===== src/sv/lgcg_pkg.sv =====
// ----------------------------------------------------------------------------
// lgcg_pkg
// Shared constants and types for the lat-lon grid central gradient block.
// ----------------------------------------------------------------------------
package lgcg_pkg;

    localparam int PHI_POINTS_DEF   = 128;
    localparam int THETA_POINTS_DEF = 64;
    localparam int SAMPLE_WIDTH_DEF = 24;

    localparam int CFG_W       = 32;
    localparam int CFG_IDX_W   = 1;
    localparam int GRAD_W      = 32;
    localparam int PHI_IDX_W   = 7;
    localparam int THETA_IDX_W = 6;
    localparam int FIFO_DEPTH  = 4;

    // 1.0 in unsigned Q8.24
    localparam logic [CFG_W-1:0] CFG_RESET = 32'h0100_0000;

    localparam logic [CFG_IDX_W-1:0] REG_INV_TWO_R_DPHI = 1'b0;
    localparam logic [CFG_IDX_W-1:0] REG_INV_TWO_DY     = 1'b1;

    typedef struct packed {
        logic [GRAD_W-1:0]      grad_x;
        logic [GRAD_W-1:0]      grad_y;
        logic [PHI_IDX_W-1:0]   phi_index;
        logic [THETA_IDX_W-1:0] theta_index;
        logic                   saturated;
        logic                   last;
    } t_result;

endpackage


===== src/sv/lgcg_fifo.sv =====
// ----------------------------------------------------------------------------
// lgcg_fifo
// Short queue between the classifying front end and the arithmetic back end.
// ----------------------------------------------------------------------------
module lgcg_fifo #(
    parameter int WIDTH = 8,
    parameter int DEPTH = lgcg_pkg::FIFO_DEPTH
) (
    input  logic             i_clk,
    input  logic             i_rst_n,
    input  logic             i_push,
    input  logic [WIDTH-1:0] i_data,
    output logic             o_full,
    input  logic             i_pop,
    output logic [WIDTH-1:0] o_data,
    output logic             o_empty
);

    localparam int PTR_W = (DEPTH > 1) ? $clog2(DEPTH) : 1;
    localparam int CNT_W = $clog2(DEPTH + 1);

    logic [WIDTH-1:0] r_data [DEPTH];
    logic [PTR_W-1:0] r_wr_ptr;
    logic [PTR_W-1:0] r_rd_ptr;
    logic [CNT_W-1:0] r_count;
    logic [PTR_W-1:0] n_wr_ptr;
    logic [PTR_W-1:0] n_rd_ptr;
    logic             w_push;
    logic             w_pop;

    assign o_full  = (r_count == CNT_W'(DEPTH));
    assign o_empty = (r_count == '0);
    assign o_data  = r_data[r_rd_ptr];
    assign w_push  = i_push && !o_full;
    assign w_pop   = i_pop && !o_empty;

    assign n_wr_ptr = (r_wr_ptr == PTR_W'(DEPTH - 1)) ? '0 : r_wr_ptr + 1'b1;
    assign n_rd_ptr = (r_rd_ptr == PTR_W'(DEPTH - 1)) ? '0 : r_rd_ptr + 1'b1;

    always_ff @(posedge i_clk) begin
        if (!i_rst_n) begin
            r_wr_ptr <= '0;
            r_rd_ptr <= '0;
            r_count  <= '0;
        end else begin
            if (w_push) begin
                r_wr_ptr <= n_wr_ptr;
            end
            if (w_pop) begin
                r_rd_ptr <= n_rd_ptr;
            end
            if (w_push && !w_pop) begin
                r_count <= r_count + 1'b1;
            end else if (w_pop && !w_push) begin
                r_count <= r_count - 1'b1;
            end
        end
    end

    always_ff @(posedge i_clk) begin
        if (w_push) begin
            r_data[r_wr_ptr] <= i_data;
        end
    end

endmodule


===== config.mk =====
export PLATFORM = sky130hd
export DESIGN_NAME = lgcg_fifo
export DESIGN_NICKNAME = d
export VERILOG_FILES = /design/src/sv/lgcg_pkg.sv /design/src/sv/lgcg_fifo.sv
export SDC_FILE = /design/constraint.sdc
export NUM_CORES = 1
export LEC_CHECK = 0
export BUFFER_PORTS_ARGS = -buffer_cell sky130_fd_sc_hd__buf_4
export CORE_MARGIN = 2
export CORE_UTILIZATION = 40
export DETAILED_ROUTE_END_ITERATION = 10
export GPL_TIMING_DRIVEN = 0
export SYNTH_ARGS = -nofsm -noshare
export SYNTH_HDL_FRONTEND = slang
export SYNTH_SLANG_ARGS = --single-unit
export TNS_END_PERCENT = 5

===== constraint.sdc =====
create_clock -name i_clk -period 3.6 [get_ports i_clk]
set_input_delay 0.54 -clock i_clk [delete_from_list [all_inputs] [get_ports i_clk]]
set_output_delay 0.54 -clock i_clk [all_outputs]
set_load 0.05 [all_outputs]

Word level (Yosys, flattened, before mapping)
Memories as Yosys holds them, arrays and structs flattened. A register that Yosys moved wholly into a read port is not among the register bits.
Cells that the tools add are included.
- add/subtract/negate cells: 4
- eq/ne operators: 3
- mux-type cells: 8
- reductions and logical operators: 10
- operators by type and width (cell ; number):
    $mux W2 ; 4
    $mux W3 ; 2
    $add A2 B1 Y2 const B ; 2
    $eq A2 B2 Y1 const B ; 2
    $logic_and A1 B1 Y1 ; 4
    $logic_not A1 Y1 ; 4
    $add A3 B1 Y3 const B ; 1
    $eq A3 B3 Y1 const B ; 1
    $logic_not A3 Y1 ; 1
    $sub A3 B1 Y3 const B ; 1
    $mux W1 ; 2
    $reduce_bool A2 Y1 ; 1
- flip-flop bits (word level): 7
- memory bits (writable): 32
- bits of input ports: 12
- output and inout bits: 10
- memories: 1
- memory list (memory ; words ; width ; read ports ; clocked after Yosys merged registers in ; wr ports ; line ; RTL):
    r_data ; 4 ; 8 ; 1 ; 1 ; 1 ; lgcg_fifo.sv:22 ; logic [WIDTH-1:0] r_data [DEPTH];

Depth between registers and ports, before layout
- depth after elaboration: 7
- mapped depth: 9
- mapped depth without buffers: 8

Worst setup path before layout
OpenSTA, ideal clock, no wires.
- kind: flip-flop to flip-flop
- start: reg r_count[1]
- end: reg r_count[2]
- data arrival time: 2259 ps
- required time: 3524 ps
- path slack: 1265 ps
- stages on the path, launching flop included: 10
- period minus slack after synthesis: 2335 ps
- path through: dfxtp_1 nor3b_2 nor2b_1 buf_2 ha_1 inv_1 fa_1 xor2_1 or3_1 a21boi_0
- word-level cells in the longest chain between the ends: 6
- elaborated cells between the ends (all ways): 15
- those cells by class: 2 x add/sub; 1 x eq/ne; 2 x mux; 10 x reduce/logical
- RTL lines (what ; line ; RTL):
    start: declaration ; lgcg_fifo.sv:25 ; logic [CNT_W-1:0] r_count;
    start signal: assignment ; lgcg_fifo.sv:53 ; r_count <= r_count + 1'b1;
    start signal: assignment ; lgcg_fifo.sv:55 ; r_count <= r_count - 1'b1;
    $eq A3 B3 Y1 (*) ; lgcg_fifo.sv:31 ; assign o_full = (r_count == CNT_W'(DEPTH));
    net o_full ; lgcg_fifo.sv:13 ; output logic o_full,
    $logic_not A1 Y1 (*) ; lgcg_fifo.sv:34 ; assign w_push = i_push && !o_full;
    $logic_and A1 B1 Y1 (*) ; lgcg_fifo.sv:34 ;
    net w_push ; lgcg_fifo.sv:28 ; logic w_push;
    $logic_not A1 Y1 ; lgcg_fifo.sv:54 ; end else if (w_pop && !w_push) begin
    $logic_and A1 B1 Y1 ; lgcg_fifo.sv:54 ;
    $reduce_bool A2 Y1 (no line) ; - ;
The timed path passes the listed nets; every way through them passes the cells marked *. The select of a mux whose other input is x is not followed.
A chain may end at the register's enable or synchronous reset.

Final worst setup path
- start: reg r_count[1]
- end: reg r_count[2]
- word-level cells in the longest chain between the ends: 6
- elaborated cells between the ends (all ways): 15
- those cells by class: 2 x add/sub; 1 x eq/ne; 2 x mux; 10 x reduce/logical
- RTL lines (what):
    parallel branches: the longest is 6 deep, another holds $sub A3 B1 Y3
Several ways; the timed one is not identified. The select of a mux whose other input is x is not followed.

==> results_dict.tcl <==
set metrics [dict create \
    status "finished, final reports clean" \
    timing.final.crit_share_pct 64.4 \
    horiz_die_dim_um 67.8 \
    final_critical_path_setup_slack_ns 1.28 \
    synth_cell_types 23 \
    cp_data_required_time_ns 3.81 \
    worstMarginPinSlew_ns 0.571 \
    biggest_fanout_along_the_worst_timing_path 5 \
    place.port_buffers 21 \
    max-vdd-ir-drop_v 0.000370 \
    grt_max_degree 13 \
    drt_pre_antenna_iters 4 \
    achievable-frequency_ghz 0.432 \
    hold_class "in -> reg" \
    critical_path.startpoint_type "flip-flop" \
    drive_above_1_share_pct 32.0 \
    floorplan.die.height_um 67.8 \
    place_hpwl_um 1720 \
    slew_headroom_pct 61.6 \
    io_pins 22 \
    via_per_inst 4.91 \
    ys_seq_elements 41 \
    antenna_left 0 \
    final_net_count 140 \
    number_of_hold_buffers_added_after_cts 0 \
    async_reset_ff_share_pct 0 \
    end_kind "flip-flop" \
    number_of_global_route_vias_before_repair 859 \
    cts-resized-gates 0 \
    post-synth-top-area-fraction_pct 58.9 \
    globalRouteTotalUtil_pct 12.9 \
    areaGrowthSynthToFinish_pct 18.6 \
    setup-violations-final 0 \
    grt_antenna_before_repair 0 \
    number_of_synthesis_warnings 0 \
    ys.flop_type "sky130_fd_sc_hd__edfxtp_1" \
    syn-cell-area_mm2 0.00163 \
    cts-buffers-inserted 5 \
    finalInstanceArea_mm2 0.00193 \
    place.gp.congestion 0.626 \
    worstSkewPairLatency_ns 0.28 \
    grt_overflow_total 0 \
    drv_cap 0 \
    ctsHtreeMaxLevel 2 \
    drt_iter0_markers 40 \
    post_layout_utilization_of_the_core_pct 48.7 \
    edff_count_synth 32 \
    grt_first_pass_wirelength_um 4140 \
    routed_wl_um 2450 \
    placed_cell_area_mm2 0.00185 \
    diodes 0 \
    power.density_mw_per_mm2 733 \
    totalNegativeSetupSlack_ns 0 \
    yosys.area.top_type "sky130_fd_sc_hd__edfxtp_1" \
    cts_buffer_depth 2 \
    cts_clk_pin_slew_worst_paths_ns 0.07 \
    die-area_mm2 0.00460 \
    postSynthCellCount 93 \
    cts.sinks 41 \
    floorplan.initialDensity_pct 41.1 \
    cts_post_setup_buffers_inserted 0 \
    hold_violations 0 \
    critical_path_arrival_ns 2.53 \
    fin_worst_skew_ns 0.00329 \
    floorplan.core_area_mm2 0.00397 \
    placementRows 23 \
    detail_route.wl_per_cell_um 14.2 \
    drcViolationCount 0 \
    postSynthNetCount 112 \
    max_slew_violation_total_from_the_final_report 0 \
    cell_chosen_for_the_clock_root "sky130_fd_sc_hd__clkbuf_8" \
    synth.cells.most_frequent "sky130_fd_sc_hd__edfxtp_1 (32), sky130_fd_sc_hd__dfxtp_1 (9), sky130_fd_sc_hd__mux4_2 (8)" \
    p_total_uw 1420 \
    synthesis.area_per_instance_um2 17.5 \
    routed-via-count 845 \
    cts_tree "yes" \
    p_leak_uw 0.000706 \
    ys_seq_area_share_pct 70.0 \
    rsz0062_at_grt "no" \
    most_instantiated_library_cell_after_synthesis "sky130_fd_sc_hd__edfxtp_1" \
    n_fill_cell 353 \
    criticalPathCategory "reg -> reg" \
    post-route-min-period_ns 2.32 \
    yosys-top-cells-area "sky130_fd_sc_hd__edfxtp_1 (59%), sky130_fd_sc_hd__dfxtp_1 (11%), sky130_fd_sc_hd__mux4_2 (11%)" \
    pre_cts_ws_ns 1.27 \
]
[placed cells by master, fill, tap and decap left out, drive strengths merged]
cell type,n
edfxtp,32
buf,24
dfxtp,9
mux4,8
clkbuf,7
nand2,6
ha,6
and2,5
inv,3
mux2i,3
o21ai,3
nor2b,2
nor2,2
nand3,2
clkinv,2
nor3b,1
nor3,1
o31ai,1
xnor2,1
xor2,1
or3,1
a21boi,1
fa,1
[critical path, cell delays in order (launching register included)]
cell	delay (ns)
sky130_fd_sc_hd__dfxtp_1	0.37
sky130_fd_sc_hd__o31ai_1	0.55
sky130_fd_sc_hd__ha_1	0.29
sky130_fd_sc_hd__inv_1	0.06
sky130_fd_sc_hd__fa_1	0.37
sky130_fd_sc_hd__xor2_1	0.16
sky130_fd_sc_hd__or3_1	0.29
sky130_fd_sc_hd__a21boi_0	0.16
[final timing paths]
kind,startpoint,to,slack [ns],depth (start not counted)
max,r_count[1],r_count[2],1.28,7
min,i_data[5],r_data[2][5],0.45,1
max reg2reg,r_count[1],r_count[2],1.28,7
min reg2reg,r_wr_ptr[1],r_wr_ptr[1],0.50,2
[through the flow]
stage / hold WS (ns) / cells
floorplan: 0.468 / 93
global placement: 0.481 / 164
detailed placement: 0.502 / 164
CTS: 0.442 / 172
global route: 0.442 / 172
finish: 0.454 / 172
[flip-flops by register name, summed over array words and instances, names as in the netlist, named ones only]
name      cells
r_data       32
r_wr_ptr      2
r_count       3
r_rd_ptr      2
[layer usage]
metal	GRT usage, %	up-vias	part of all wire (%)
li1	-	405	-
met1	16.4	413	45
met2	19.7	21	47
met3	5.26	6	6.3
met4	5.25	0	1.6
met5	0	-	0
[layout make-up]
| cell class | count | area, um2 | area share (%) |
|---|---|---|---|
| clock inverter | 2 | 10.0 | 0.518 |
| sequential | 41 | 1140 | 59.0 |
| inverter | 3 | 11.3 | 0.583 |
| timing repair buffer | 21 | 158 | 8.16 |
| clock buffer | 6 | 72.6 | 3.75 |
| buffer | 4 | 17.5 | 0.906 |
| multi-input combinational | 45 | 460 | 23.8 |
| tap | 50 | 62.6 | 3.24 |
[cells by family after synthesis]
family | after synthesis | synth area share, %
flip-flops | 41 | 70.0
AND/OR/NAND/NOR | 20 | 6.60
multiplexers | 11 | 12.9
buffers and inverters | 7 | 1.76
adder cells (fa/ha/maj) | 7 | 5.83
AO/OA/AOI/OAI | 5 | 1.84
XOR/XNOR | 2 | 1.07
[power breakdown]
part | total (uW) | switching (uW) | leakage (uW) | internal [uW]
logic | 521 | 323 | 0.000294 | 198
clock network | 276 | 142 | 0.0000450 | 134
registers | 619 | 36.8 | 0.000367 | 583
total | 1420 | 502 | 0.000706 | 915
(Power assumes the default switching activity.)
