--- src/sv/lgcg_pkg.sv ---
// ----------------------------------------------------------------------------
// lgcg_pkg
// Shared constants and types for the lat-lon grid central gradient block.
// ----------------------------------------------------------------------------
package lgcg_pkg;

    localparam int PHI_POINTS_DEF   = 128;
    localparam int THETA_POINTS_DEF = 64;
    localparam int SAMPLE_WIDTH_DEF = 24;

    localparam int CFG_W       = 32;
    localparam int CFG_IDX_W   = 1;
    localparam int GRAD_W      = 32;
    localparam int PHI_IDX_W   = 7;
    localparam int THETA_IDX_W = 6;
    localparam int FIFO_DEPTH  = 4;

    // 1.0 in unsigned Q8.24
    localparam logic [CFG_W-1:0] CFG_RESET = 32'h0100_0000;

    localparam logic [CFG_IDX_W-1:0] REG_INV_TWO_R_DPHI = 1'b0;
    localparam logic [CFG_IDX_W-1:0] REG_INV_TWO_DY     = 1'b1;

    typedef struct packed {
        logic [GRAD_W-1:0]      grad_x;
        logic [GRAD_W-1:0]      grad_y;
        logic [PHI_IDX_W-1:0]   phi_index;
        logic [THETA_IDX_W-1:0] theta_index;
        logic                   saturated;
        logic                   last;
    } t_result;

endpackage

--- src/sv/lgcg_front.sv ---
// ----------------------------------------------------------------------------
// lgcg_front
// Accepts samples, tracks grid position and tags each one for the back end.
// ----------------------------------------------------------------------------
module lgcg_front #(
    parameter int PHI_POINTS   = lgcg_pkg::PHI_POINTS_DEF,
    parameter int THETA_POINTS = lgcg_pkg::THETA_POINTS_DEF,
    parameter int SAMPLE_WIDTH = lgcg_pkg::SAMPLE_WIDTH_DEF,
    parameter int ENTRY_W      = SAMPLE_WIDTH + $clog2(PHI_POINTS) + $clog2(THETA_POINTS) + 3
) (
    input  logic                    i_clk,
    input  logic                    i_rst_n,
    input  logic                    i_valid,
    output logic                    o_ready,
    input  logic [SAMPLE_WIDTH-1:0] i_sample,
    input  logic                    i_frame_start,
    output logic                    o_push,
    output logic [ENTRY_W-1:0]      o_entry,
    input  logic                    i_full
);

    localparam int PHI_W   = $clog2(PHI_POINTS);
    localparam int THETA_W = $clog2(THETA_POINTS);

    logic [PHI_W-1:0]   r_phi_pos;
    logic [THETA_W-1:0] r_theta_pos;
    logic [PHI_W-1:0]   n_phi_pos;
    logic [THETA_W-1:0] n_theta_pos;
    logic [PHI_W-1:0]   w_phi;
    logic [THETA_W-1:0] w_theta;
    logic               w_has_res;
    logic               w_last;
    logic [THETA_W-1:0] w_row;

    assign o_ready = !i_full;
    assign o_push  = i_valid && !i_full;

    assign w_phi     = i_frame_start ? '0 : r_phi_pos;
    assign w_theta   = i_frame_start ? '0 : r_theta_pos;
    assign w_has_res = (w_theta >= THETA_W'(2));
    assign w_row     = w_theta - 1'b1;
    assign w_last    = (w_theta == THETA_W'(THETA_POINTS - 1)) &&
                       (w_phi == PHI_W'(PHI_POINTS - 1));

    assign o_entry = {i_sample, w_phi, w_theta[0], w_has_res, w_row, w_last};

    always_comb begin
        n_phi_pos   = w_phi + 1'b1;
        n_theta_pos = w_theta;
        if (w_phi == PHI_W'(PHI_POINTS - 1)) begin
            n_phi_pos = '0;
            if (w_theta == THETA_W'(THETA_POINTS - 1)) begin
                n_theta_pos = '0;
            end else begin
                n_theta_pos = w_theta + 1'b1;
            end
        end
    end

    always_ff @(posedge i_clk) begin
        if (!i_rst_n) begin
            r_phi_pos   <= '0;
            r_theta_pos <= '0;
        end else if (o_push) begin
            r_phi_pos   <= n_phi_pos;
            r_theta_pos <= n_theta_pos;
        end
    end

endmodule

--- config.mk ---
export PLATFORM = sky130hd
export DESIGN_NAME = lgcg_front
export DESIGN_NICKNAME = d
export VERILOG_FILES = /design/src/sv/lgcg_pkg.sv /design/src/sv/lgcg_front.sv
export SDC_FILE = /design/constraint.sdc
export NUM_CORES = 1
export LEC_CHECK = 0
export CAP_MARGIN = 20
export CORE_ASPECT_RATIO = 0.75
export CORE_UTILIZATION = 50
export CTS_CLUSTER_SIZE = 10
export DETAILED_ROUTE_END_ITERATION = 12
export DONT_BUFFER_PORTS = 1
export SETUP_SLACK_MARGIN = 0.3
export SLEW_MARGIN = 20
export SYNTH_ARGS = -nofsm -noshare
export SYNTH_HDL_FRONTEND = slang
export SYNTH_SLANG_ARGS = --single-unit
--- constraint.sdc ---
create_clock -name i_clk -period 3.35 [get_ports i_clk]
set_input_delay 0.1675 -clock i_clk [delete_from_list [all_inputs] [get_ports i_clk]]
set_output_delay 0.1675 -clock i_clk [all_outputs]
set_load 0.01 [all_outputs]
[Word-level counts from Yosys, hierarchy flattened]
Cells that the tools add are included.
W data, S select, Z words.
Word-level totals
  input port bits: 29
  bits in registers: 13
Cells by class
  magnitude comparators: 1
  multiplexer cells: 5
  reductions and logical operators: 3
  $add $sub $neg: 3
  equal/unequal tests: 2
Operators by type and width (count)
  $mux W6: 3
  $mux W7: 2
  $add A7 B1 Y7 const B: 1
  $eq A7 B7 Y1 const B: 1
  $add A6 B1 Y6 const B: 1
  $eq A6 B6 Y1 const B: 1
  $ge A6 B2 Y1 const B: 1
  $sub A6 B1 Y6 const B: 1
  $logic_and A1 B1 Y1: 2
  $logic_not A1 Y1: 1

[Depth between registers and ports, before layout]
Gate-level depths: netlist of run 1.
  depth after elaboration: 4
  gate-level depth with buffers: 9
  depth with buffers taken out: 8

[Worst setup path before layout of run 1]
Ideal clock, no wire load.
  kind: reg-to-reg
  start: reg r_phi_pos[0]
  end: reg r_theta_pos[4]
  setup time: 132 ps
  buffers on the path: 0
  setup slack: 1522 ps
  data arrival time: 1696 ps
  period minus slack after synthesis: 1828 ps
  cell stages (with the launch flop): 7
  cell sequence: dfxtp_1 -> nor2b_1 -> ha_1 -> nand4_1 -> nor4_2 -> mux2i_1 -> a21oi_1
Between the ends
  longest elaborated chain between the ends: 3
Ends and longest elaborated chain
  start, declared: RTL line lgcg_front.sv:25  | logic [PHI_W-1:0] r_phi_pos;
  start signal, assigned: RTL line lgcg_front.sv:65  | r_phi_pos <= n_phi_pos;
  $mux W7: RTL line lgcg_front.sv:38  | assign w_phi = i_frame_start ? '0 : r_phi_pos;
  named net o_entry[9]: RTL line lgcg_front.sv:18  | output logic [ENTRY_W-1:0] o_entry,
  $eq A7 B7 Y1: RTL line lgcg_front.sv:50  | if (w_phi == PHI_W'(PHI_POINTS - 1)) begin
  $mux W6: RTL line lgcg_front.sv:50
  end signal, assigned: RTL line lgcg_front.sv:66  | r_theta_pos <= n_theta_pos;
  end, declared: RTL line lgcg_front.sv:26  | logic [THETA_W-1:0] r_theta_pos;
The timed path passes the listed nets, and every way through them passes these cells.
A chain may end at the register's enable or synchronous reset.

[Worst setup path in the final report of run 1]
  start: reg r_phi_pos[0]
  end: out o_entry[0]
Between the ends
  longest elaborated chain between the ends: 3
Ends and longest elaborated chain
  $mux W7: RTL line lgcg_front.sv:38
  named net o_entry[9]: RTL line lgcg_front.sv:18
  $eq A7 B7 Y1: RTL line lgcg_front.sv:43  | (w_phi == PHI_W'(PHI_POINTS - 1));
  $logic_and A1 B1 Y1: RTL line lgcg_front.sv:42  | assign w_last = (w_theta == THETA_W'(THETA_POINTS - 1)) &&
  end, declared: RTL line lgcg_front.sv:18
The timed path passes the listed nets, and every way through them passes these cells.

==> results of run 1 <==
==> metal layers <==
metal,vias up,track usage (%)
met4,0,12.38
met2,46,29.89
met3,26,6.567
met5,-,0
met1,420,27.85
li1,463,-
==> where the power goes <==
group / total (mW) / leakage, nW / internal, mW / switching, mW
Clock: 0.0990 / 0.0177 / 0.0443 / 0.0547
Sequential: 0.156 / 0.105 / 0.155 / 0.000693
Combinational: 0.0167 / 0.191 / 0.00505 / 0.0117
Total: 0.272 / 0.314 / 0.205 / 0.0670
==> critical path, stage by stage (launching register included) <==
cell and delay [ps]:
dfxtp_1 350, nor2b_1 370, ha_1 330, nand4_1 230, nor4_1 570
==> stage by stage <==
stage	power (mW)	worst slack [ps]	utilization (%)	hold WS, ps
after CTS	0.2749	1019	46.49	27.87
after floorplan	0.2062	1522	-	313.4
after global routing	0.2867	832.9	46.49	40.83
after global placement	0.1765	1370	45.18	322.0
final	0.2719	1051	46.49	28.55
after detailed placement	0.1766	1338	45.18	327.6
==> layout by cell type, fill, tap and decap left out, types with 4 or more instances in the layout <==
master / synthesis / final
dfxtp_1: 13 / 13
nand3_1: 8 / 8
o21ai_0: 10 / 10
nor2_1: 8 / 8
a31oi_1: 4 / 4
nand2_1: 12 / 12
nor2b_1: 10 / 10
a21oi_1: 12 / 12
inv_1: 6 / 6
ha_1: 4 / 4
==> kinds of logic (layout without fill, tap and decap cells) <==
kind of cell    count (synthesis)  count (layout)
fa+ha+maj                       4               4
buf+inv                        43              11
simple gates                   61              61
xor+xnor                        2               2
compound gates                 34              34
flops                          13              13
mux                             2               2
==> registers in the layout (all words and copies together) (netlist names) <==
name	flops
r_phi_pos	7
r_theta_pos	6
==> how the worst max path moves through the flow <==
stage,end,cells after the start,startpoint
2_1_floorplan,r_theta_pos[4]$_SDFFE_PN0P_,6,r_phi_pos[0]$_SDFFE_PN0P_
5_1_grt,o_entry[0],4,r_phi_pos[0]$_SDFFE_PN0P_
4_1_cts,o_entry[0],4,r_phi_pos[0]$_SDFFE_PN0P_
6_report,o_entry[0],4,r_phi_pos[0]$_SDFFE_PN0P_
3_3_place_gp,o_entry[0],4,r_phi_pos[0]$_SDFFE_PN0P_
3_5_place_dp,r_theta_pos[4]$_SDFFE_PN0P_,6,r_phi_pos[0]$_SDFFE_PN0P_
==> layout make-up <==
cell class	instances	area, µm²
Fill cell	210	1125
Inverter	7	26.28
Clock inverter	1	5.005
Clock buffer	3	22.52
Multi-Input combinational cell	103	633.1
Tap cell	24	30.03
Sequential cell	13	260.3
==> results.md, run 1 <==
- Hold Startpoint: i_rst_n
- XOR/XNOR share of the synthesized area: roughly 1.5%
- Crit Path Category: flop to output port
- Tcrit/Tclk final: approximately 69%
- Max-cap viol count: 0
- Ant. Diodes: 0
- Cells on worst reg2reg path: 6
- Post-Syn Instances: between 150 and 200
- Via density: ~6.3
- CTS buffer count: 3
- Dominant synthesized flop cell: dfxtp_1
- RSZ-0062 raised after global routing: false
- Hold EP: r_theta_pos[5]$_SDFFE_PN0P_
- I/O pin count: a little over 70
- Layout cells sized above 1: around 7.1%
- Run status: finished with violations
- Final wirelength: between 2000 and 2500 µm
- Failing checks: design-rule violations
- Signal arrival time at the worst endpoint: 2130 ps
- Root Buffer: clkbuf_4
- Slew Viols, Final: 0
- DRT Pass-1 Iters: 12
- Clk sinks: 13
- DR DRC count: 4
- Slew @ Worst Pin: between 600 and 700 ps
- Yosys cell types: 39
- Clk_skew: 10.16 ps
- Worst r2r src: r_phi_pos[0]$_SDFFE_PN0P_
- Hold Buf Count CTS: 0
- Simple-Gate Fraction of Synth Area: between 20% and 30%
- CP Capture Type: output port
- Post-synthesis sequential area ratio: around 22%
- Compound-Gate Fraction of Synth Area: between 10% and 20%
- Mapped Area: 1172 µm²
- FF-to-FF End: r_theta_pos[4]$_SDFFE_PN0P_
- Top-count cell post-synth: buf_4
- Top-area cell type share of the netlist area: between 20 and 25%
- Initial DRC count: 37
- DR top layer: met4
- Largest net degree at the start of global routing: 28
- Die Y: 43.94 µm
- Post-CTS sizing: 0
- Relative slew slack: a little over half
- Initial core utilization: between 50% and 60%
- Fmax: about 430 MHz
- CP Launch Type: flop
- Hold depth: 2
- Wire length on met3: 225 µm
- Critical path peak fanout: 6
- Most area-consuming cells after synthesis: dfxtp_1 22%, buf_4 17%, nor2b_1 5.3%
- Syn_area_per_cell: about 7.4 µm²
- Post-DP HPWL: between 1500 and 2000 µm
- Pleak: about 0.31 nW
- Met1 Wirelength: 1049 µm
- Cell Rows: 14
- HP Class: primary input to flop
- Post-Synth Adder-Cell Area: roughly 4.3%
- Min cycle time layout: about 2300 ps
- Post-route cell area: around 980 µm²
- Total gr overflow: 0
- Yosys Warn Count: 0
- Largest family of logic cells by synthesized area: simple AND/OR/NAND/NOR gates
- Cell Pwr Density: 278.2 nW/µm²
- Worst skew pair latency: ~280 ps
- Async SR Flop Fraction: 0%
- Reg2reg setup slack: around 1300 ps
- Die W: 57.92 µm
- Total track usage: a little over a fifth
- GPL Wtd Cong: roughly 0.76
- CTS tree: built
- Final setup vio count: 0
- Setup Buffers After CTS: 0
- Buffers on Ports: 0
- Wirelength per Cell: around 16 µm
- H-Tree Depth: 1
- Mux cell area share after synthesis: 1.708%
- Number of antenna violations at the first check in global routing: 0
- Vias in the first global route: just over 900
- Vias: between 900 and 1000
- Setup TNS: 0 ps
- First-pass GRT wire length: ~4100 µm
- Layout area overhead: -16.65%
- Dpl cell area: around 950 µm²
- Final Hold Vio Count: 0
- Mapped Nets: ~190
- EDFF count, synth: 0
- Final ANT Viol Nets: 0
- Die ar.: between 2000 and 3000 µm²
- Worst EP required: ~3200 ps
- Post-synth top cells: 27 x buf_4, 13 x dfxtp_1, 12 x a21oi_1, 12 x nand2_1
- Maximum vdd drop: 0.1573 mV
- Wire length on met2: just over 1000 µm
- Yosys top cell by area: dfxtp_1
- Core area: between 2000 and 2500 µm²
- Clock Tree Buf Depth: 2
- Cells after DPL: about 150
- Final non-filler cell total: 151
- Clock-pin slew on the worst setup and hold paths: approximately 90 ps
- Post-synthesis register bit count: 13
- Layout net count: 161
(Power assumes the default switching activity.)
==> run 2: changes to the inputs <==
Settings changed: PLACE_DENSITY set to 0.68.
Clock period 3.35 ns to 2 ns, I/O delays scaled along.
==> run 2 against run 1 <==
Effect of this change: the run still ends with design-rule violations left; register-to-register slack lost 1000 ps; final cell count increased by 6.6%; die area unchanged; clock power grew 68%; critical endpoint unchanged; largest cell class unchanged.
==> results.md, run 2 (synthesis results as in run 1) <==
- Slew Viols, Final: 0 (unchanged)
- Initial core utilization: 55.77% (unchanged)
- Core area: 2102 µm² (unchanged)
- Critical path peak fanout: 4 (was 6)
- Final ANT Viol Nets: 0 (unchanged)
- Fill count: 187 (was 210)
- DRT Pass-1 Iters: 10 (was 12)
- Final wirelength: 2712 µm (was 2408 µm)
- Total track usage: 22.45% (was 20.99%)
- Sequential share of power: 56.4% (was 57.4%)
- Post-DP HPWL: 1783 µm (was 1725 µm)
- Clk_skew: 4.160 ps (was 10.16 ps)
- Cell Pwr Density: 400.9 nW/µm² (was 278.2 nW/µm²)
- Internal power: 349.9 µW (was 204.8 µW)
- I/O pin count: 71 (unchanged)
- Slew @ Worst Pin: 746.1 ps (was 686.4 ps)
- Failing checks: design-rule violations (unchanged)
- Clock-pin slew on the worst setup and hold paths: 80 ps (was 90 ps)
- Max-cap viol count: 0 (unchanged)
- Buffers on Ports: 0 (unchanged)
- GPL Wtd Cong: 0.7967 (was 0.7592)
- Layout area overhead: -1.601% (was -16.65%)
- Worst EP required: 1900 ps (was 3180 ps)
- Via density: 6.230 (was 6.325)
- Crit Path Category: flop to output port (unchanged)
- Number of antenna violations at the first check in global routing: 0 (unchanged)
- Tcrit/Tclk final: 87.13%
- CTS buffer count: 3 (unchanged)
- CTS tree: built (unchanged)
- Switching share of total power: 24.35% (was 24.66%)
- Final Hold Vio Count: 0 (unchanged)
- Relative slew slack: 50.26% (was 54.24%)
- Layout net count: 171 (was 161)
- Run status: finished with violations (unchanged)
- Most frequent cells in the layout: 11 x nand2_1, 11 x a21oi_1, 10 x o21ai_0, 9 x dfxtp_1, 8 x buf_4 (was 13 x dfxtp_1, 12 x nand2_1, 12 x a21oi_1, 10 x nor2b_1, 10 x o21ai_0)
- Clk sinks: 13 (unchanged)
- Clock Tree Buf Depth: 2 (unchanged)
- Initial DRC count: 46 (was 37)
- H-Tree Depth: 1 (unchanged)
- Combinational Power Share: 7.6% (was 6.2%)
- Die Y: 43.94 µm (unchanged)
- Sw Pwr: 112.6 µW (was 67.04 µW)
- Die ar.: 2545 µm² (unchanged)
- Largest Register: r_phi_pos (unchanged)
- Ant. Diodes: 0 (unchanged)
- DR DRC count: 6 (was 4)
- Root Buffer: clkbuf_4 (unchanged)
- Pleak: 0.3931 nW (was 0.3140 nW)
- Min cycle time layout: between 1500 and 2000 ps
- Maximum vdd drop: 0.3051 mV (was 0.1573 mV)
- Signal arrival time at the worst endpoint: 1640 ps (was 2130 ps)
- Final setup vio count: 0 (unchanged)
- Cell Rows: 14 (unchanged)
- Largest net degree at the start of global routing: 28 (unchanged)
- Wirelength per Cell: 16.84 µm (was 15.95 µm)
- Vias in the first global route: 915 (was 906)
- Portion of total power attributed to the clock network: 36.0% (was 36.4%)
- Total gr overflow: 0 (unchanged)
- Setup TNS: 0 ps (unchanged)
- Fmax: between 500 and 600 MHz
- Vias: 1003 (was 955)
- First-pass GRT wire length: 4388 µm (was 4133 µm)
- RSZ-0062 raised after global routing: true (was false)
- Die W: 57.92 µm (unchanged)
- CP Launch Type: flop (unchanged)
- Max reg flops: 7 (unchanged)
- Final hold slack: 23.88 ps (was 28.55 ps)
- Layout cells sized above 1: 24.09% (was 7.087%)
- Top flop regs: r_phi_pos x7, r_theta_pos x6 (unchanged)
- Worst skew pair latency: 280 ps (about the same)
- CP Capture Type: output port (unchanged)
- HP Class: primary input to flop (unchanged)
run 2: final timing paths:
check                                          startpoint                          end  slack (ps)  cells past startpoint
worst min-delay path                        i_frame_start    r_phi_pos[4]$_SDFFE_PN0P_          20                      2
worst min register to register  r_phi_pos[1]$_SDFFE_PN0P_    r_phi_pos[1]$_SDFFE_PN0P_         480                      2
worst max-delay path            r_phi_pos[0]$_SDFFE_PN0P_                   o_entry[0]         260                      6
worst max register to register  r_phi_pos[0]$_SDFFE_PN0P_  r_theta_pos[4]$_SDFFE_PN0P_         310                      7
run 2: metrics by stage:
step	instance area [µm²]	std cells	power (mW)	worst slack (ps)	util, %
6_report	1154	161	0.4625	257.3	54.88
4_1_cts	1094	157	0.4617	304.4	52.02
5_1_grt	1154	161	0.4898	143.6	54.88
3_3_place_gp	984.7	150	0.2970	232.0	46.85
3_5_place_dp	984.7	150	0.2976	134.0	46.85
2_1_floorplan	1185	159	0.3470	324.8	-
run 2: routing by layer:
layer  global-route usage [%]  routed length, µm  vias to the layer above
met5                        0                  0                        -
met4                    11.90                111                        0
met3                    7.164                175                       22
met2                    33.79               1242                       34
met1                    28.80               1182                      465
li1                         -                  -                      482
run 2: area by class of cell:
cell class                      instances  area (µm²)  area share (%)
Inverter                                7       26.28           2.278
Tap cell                               24       30.03           2.603
Clock buffer                            4       26.28           2.278
Multi-Input combinational cell        103       723.2           62.69
Timing Repair Buffer                   10       80.08           6.941
Sequential cell                        13       267.8           23.21
run 2: power groups by stage:
stage	combinational [mW]	sequential (mW)	clock [mW]
detailed placement	0.0297	0.268	0
global route	0.0384	0.261	0.190
global placement	0.0294	0.268	0
CTS	0.0330	0.261	0.168
finish	0.0354	0.261	0.166
floorplan	0.0795	0.268	0
run 2: repair_timing:
action / CTS / global route
hold buffers: 1 / 1
endpoints found under the setup margin: 9 / 10
endpoints found under the hold margin: 1 / 1
pin swaps: 4 / 7
resized for setup: 15 / 6
setup buffers: 2 / 3
run 2: critical path, cell delays in order (launching register included):
cell,delay (ps)
dfxtp_2,340
nor2b_4,230
ha_4,170
nand4_1,130
buf_4,200
nor4_4,130
buf_4,160
==> run 3: changes to the inputs <==
Settings changed: CORE_ASPECT_RATIO 0.75 to 0.6, PLACE_DENSITY 0.68 to unset.
Clock period 2 ns to 2.2 ns, I/O delays scaled along.
==> run 3 against run 2 <==
Effect of this change: the run now ends clean; critical path depth unchanged; clock skew grew 0.61 ps; clock power grew 28%; worst setup slack improved by 93 ps; hold slack worse by 2.4 ps.
==> results.md, run 3 (synthesis results as in run 1) <==
- Run status: completed (was finished with violations)
- DR DRC count: 0 (was 6)
- Max-cap viol count: 0 (unchanged)
- Cells on worst reg2reg path: 7 (unchanged)
- Vias in the first global route: 796 (was 915)
- Crit Path Category: flop to output port (unchanged)
- Top flop regs: r_phi_pos x7, r_theta_pos x6 (unchanged)
- CP endpoint: o_entry[0] (unchanged)
- Largest net degree at the start of global routing: 28 (unchanged)
- FF-to-FF End: r_theta_pos[4]$_SDFFE_PN0P_ (unchanged)
- Wirelength per Cell: 15.45 µm (was 16.84 µm)
- GPL Wtd Cong: 0.8319 (was 0.7967)
- H-Tree Depth: 1 (unchanged)
- Worst setup path start: r_phi_pos[1]$_SDFFE_PN0P_ (was r_phi_pos[0]$_SDFFE_PN0P_)
- Worst EP required: 2090 ps (was 1900 ps)
- Root Buffer: clkbuf_8 (was clkbuf_4)
- Layout area overhead: -7.364% (was -1.601%)
- Dpl cell area: 979.7 µm² (was 984.7 µm²)
- HP Class: primary input to flop (unchanged)
- Vias: 986 (was 1003)
- CP Capture Type: output port (unchanged)
- Total power: 479.0 µW (was 462.5 µW)
- Final ANT Viol Nets: 0 (unchanged)
- Total track usage: 20.73% (was 22.45%)
- Layout net count: 168 (was 171)
- I/O pin count: 71 (unchanged)
- Final wirelength: 2533 µm (was 2712 µm)
- Slew Viols, Final: 0 (unchanged)
- Cell Pwr Density: 441.0 nW/µm² (was 400.9 nW/µm²)
- Clock-pin slew on the worst setup and hold paths: 50 ps (was 80 ps)
- Via density: 6.012 (was 6.230)
- Clk_skew: 4.770 ps (was 4.160 ps)
- Reg2reg setup slack: 410 ps (was 310 ps)
- Cell Rows: 13 (was 14)
- Hold Buf Count CTS: 0 (was 1)
- Worst skew pair latency: 240 ps (was 280 ps)
- Clk sinks: 13 (unchanged)
- Maximum vdd drop: 0.2556 mV (was 0.3051 mV)
- Die W: 64.52 µm (was 57.92 µm)
- Die ar.: 2549 µm² (was 2545 µm²)
- Critical path peak fanout: 4 (unchanged)
- Worst r2r src: r_phi_pos[1]$_SDFFE_PN0P_ (was r_phi_pos[0]$_SDFFE_PN0P_)
- Initial core utilization: 53.39% (was 55.77%)
- Signal arrival time at the worst endpoint: 1740 ps (was 1640 ps)
- Pre-CTS setup slack: 321.7 ps (was 134.0 ps)
- Core area: 2196 µm² (was 2102 µm²)
- RSZ-0062 raised after global routing: true (unchanged)
- Tcrit/Tclk final: a little over four fifths
- Ant. Diodes: 0 (unchanged)
- Fmax: around 540 MHz
- Clock Tree Buf Depth: 2 (unchanged)
- DRT Pass-1 Iters: 4 (was 10)
- Final WS setup: 350.3 ps (was 257.3 ps)
- Initial DRC count: 78 (was 46)
- Layout cells sized above 1: 17.16% (was 24.09%)
- Post-DP HPWL: 1732 µm (was 1783 µm)
- Final Hold Vio Count: 0 (unchanged)
- Relative slew slack: 54.03% (was 50.26%)
- First-pass GRT wire length: 3829 µm (was 4388 µm)
- Number of antenna violations at the first check in global routing: 0 (unchanged)
- CTS tree: built (unchanged)
- CP Launch Type: flop (unchanged)
- Post-route cell area: 1086 µm² (was 1154 µm²)
- Most frequent cells in the layout: 12 x a21oi_1, 12 x dfxtp_1, 11 x nand2_1, 10 x o21ai_0 (was 11 x nand2_1, 11 x a21oi_1, 10 x o21ai_0, 9 x dfxtp_1, 8 x buf_4)
- Max reg flops: 7 (unchanged)
- Final setup vio count: 0 (unchanged)
- Fill count: 216 (was 187)
- Die Y: 39.51 µm (was 43.94 µm)
- CTS buffer count: 3 (unchanged)
- Setup TNS: 0 ps (unchanged)
- Pleak: 0.3668 nW (was 0.3931 nW)
- Largest Register: r_phi_pos (unchanged)
- Slew @ Worst Pin: 689.6 ps (was 746.1 ps)
- Min cycle time layout: 1850 ps
- Buffers on Ports: 0 (unchanged)
- Total gr overflow: 0 (unchanged)
run 3: changes by cell type in the layout (fill, tap and decap cells not counted), sizes merged:
cell         previous run  this run
buf                     8         7
dlygate4sd3             2         0
run 3: metrics by stage:
step           utilization, %  std cells  hold WS [ps]
2_1_floorplan               -        159         255.9
6_report                49.46        164         21.43
3_5_place_dp            44.62        156         220.1
3_3_place_gp            44.62        156         220.1
5_1_grt                 49.46        164         38.18
4_1_cts                 47.24        160         14.59
run 3: critical path, cell delays in order, from the launching register on:
cell and delay (ps):
dfxtp_1 350, nor2b_2 170, ha_2 210, nand4_1 140, buf_4 190, nor4_4 270
buf_4 160
run 3: layout make-up:
type | count | area [µm²] | share of cell area (%)
multi-input combinational | 103 | 663.1 | 61.06
timing repair buffer | 7 | 52.55 | 4.839
inverter | 7 | 26.28 | 2.419
sequential | 13 | 261.5 | 24.08
clock buffer | 4 | 45.04 | 4.147
tap | 30 | 37.54 | 3.456
run 3: metal layers:
metal	vias up	routed length (µm)	track usage [%]
met5	-	0	0
met4	0	105	11.67
met3	26	228	7.267
met2	45	1034	31.05
met1	440	1165	26.15
li1	475	-	-
run 3: worst min path at each step:
stage	startpoint	to	cells past startpoint
2_1_floorplan	i_rst_n	r_theta_pos[5]$_SDFFE_PN0P_	2
3_3_place_gp	i_sample[1]	o_entry[17]	0
3_5_place_dp	i_sample[1]	o_entry[17]	0
4_1_cts	i_rst_n	r_theta_pos[5]$_SDFFE_PN0P_	2
5_1_grt	i_rst_n	r_theta_pos[5]$_SDFFE_PN0P_	2
6_report	i_rst_n	r_theta_pos[5]$_SDFFE_PN0P_	2
run 3: where the power goes:
part	internal, mW	switching (mW)
registers	0.237	0.00114
clock network	0.128	0.0844
logic	0.00929	0.0190
total	0.374	0.105
run 3: what timing repair did:
action,in CTS,in global routing
pin swaps,0,2
endpoints found under the setup margin,1,4
buffers inserted,0,4
gates resized for setup,4,5
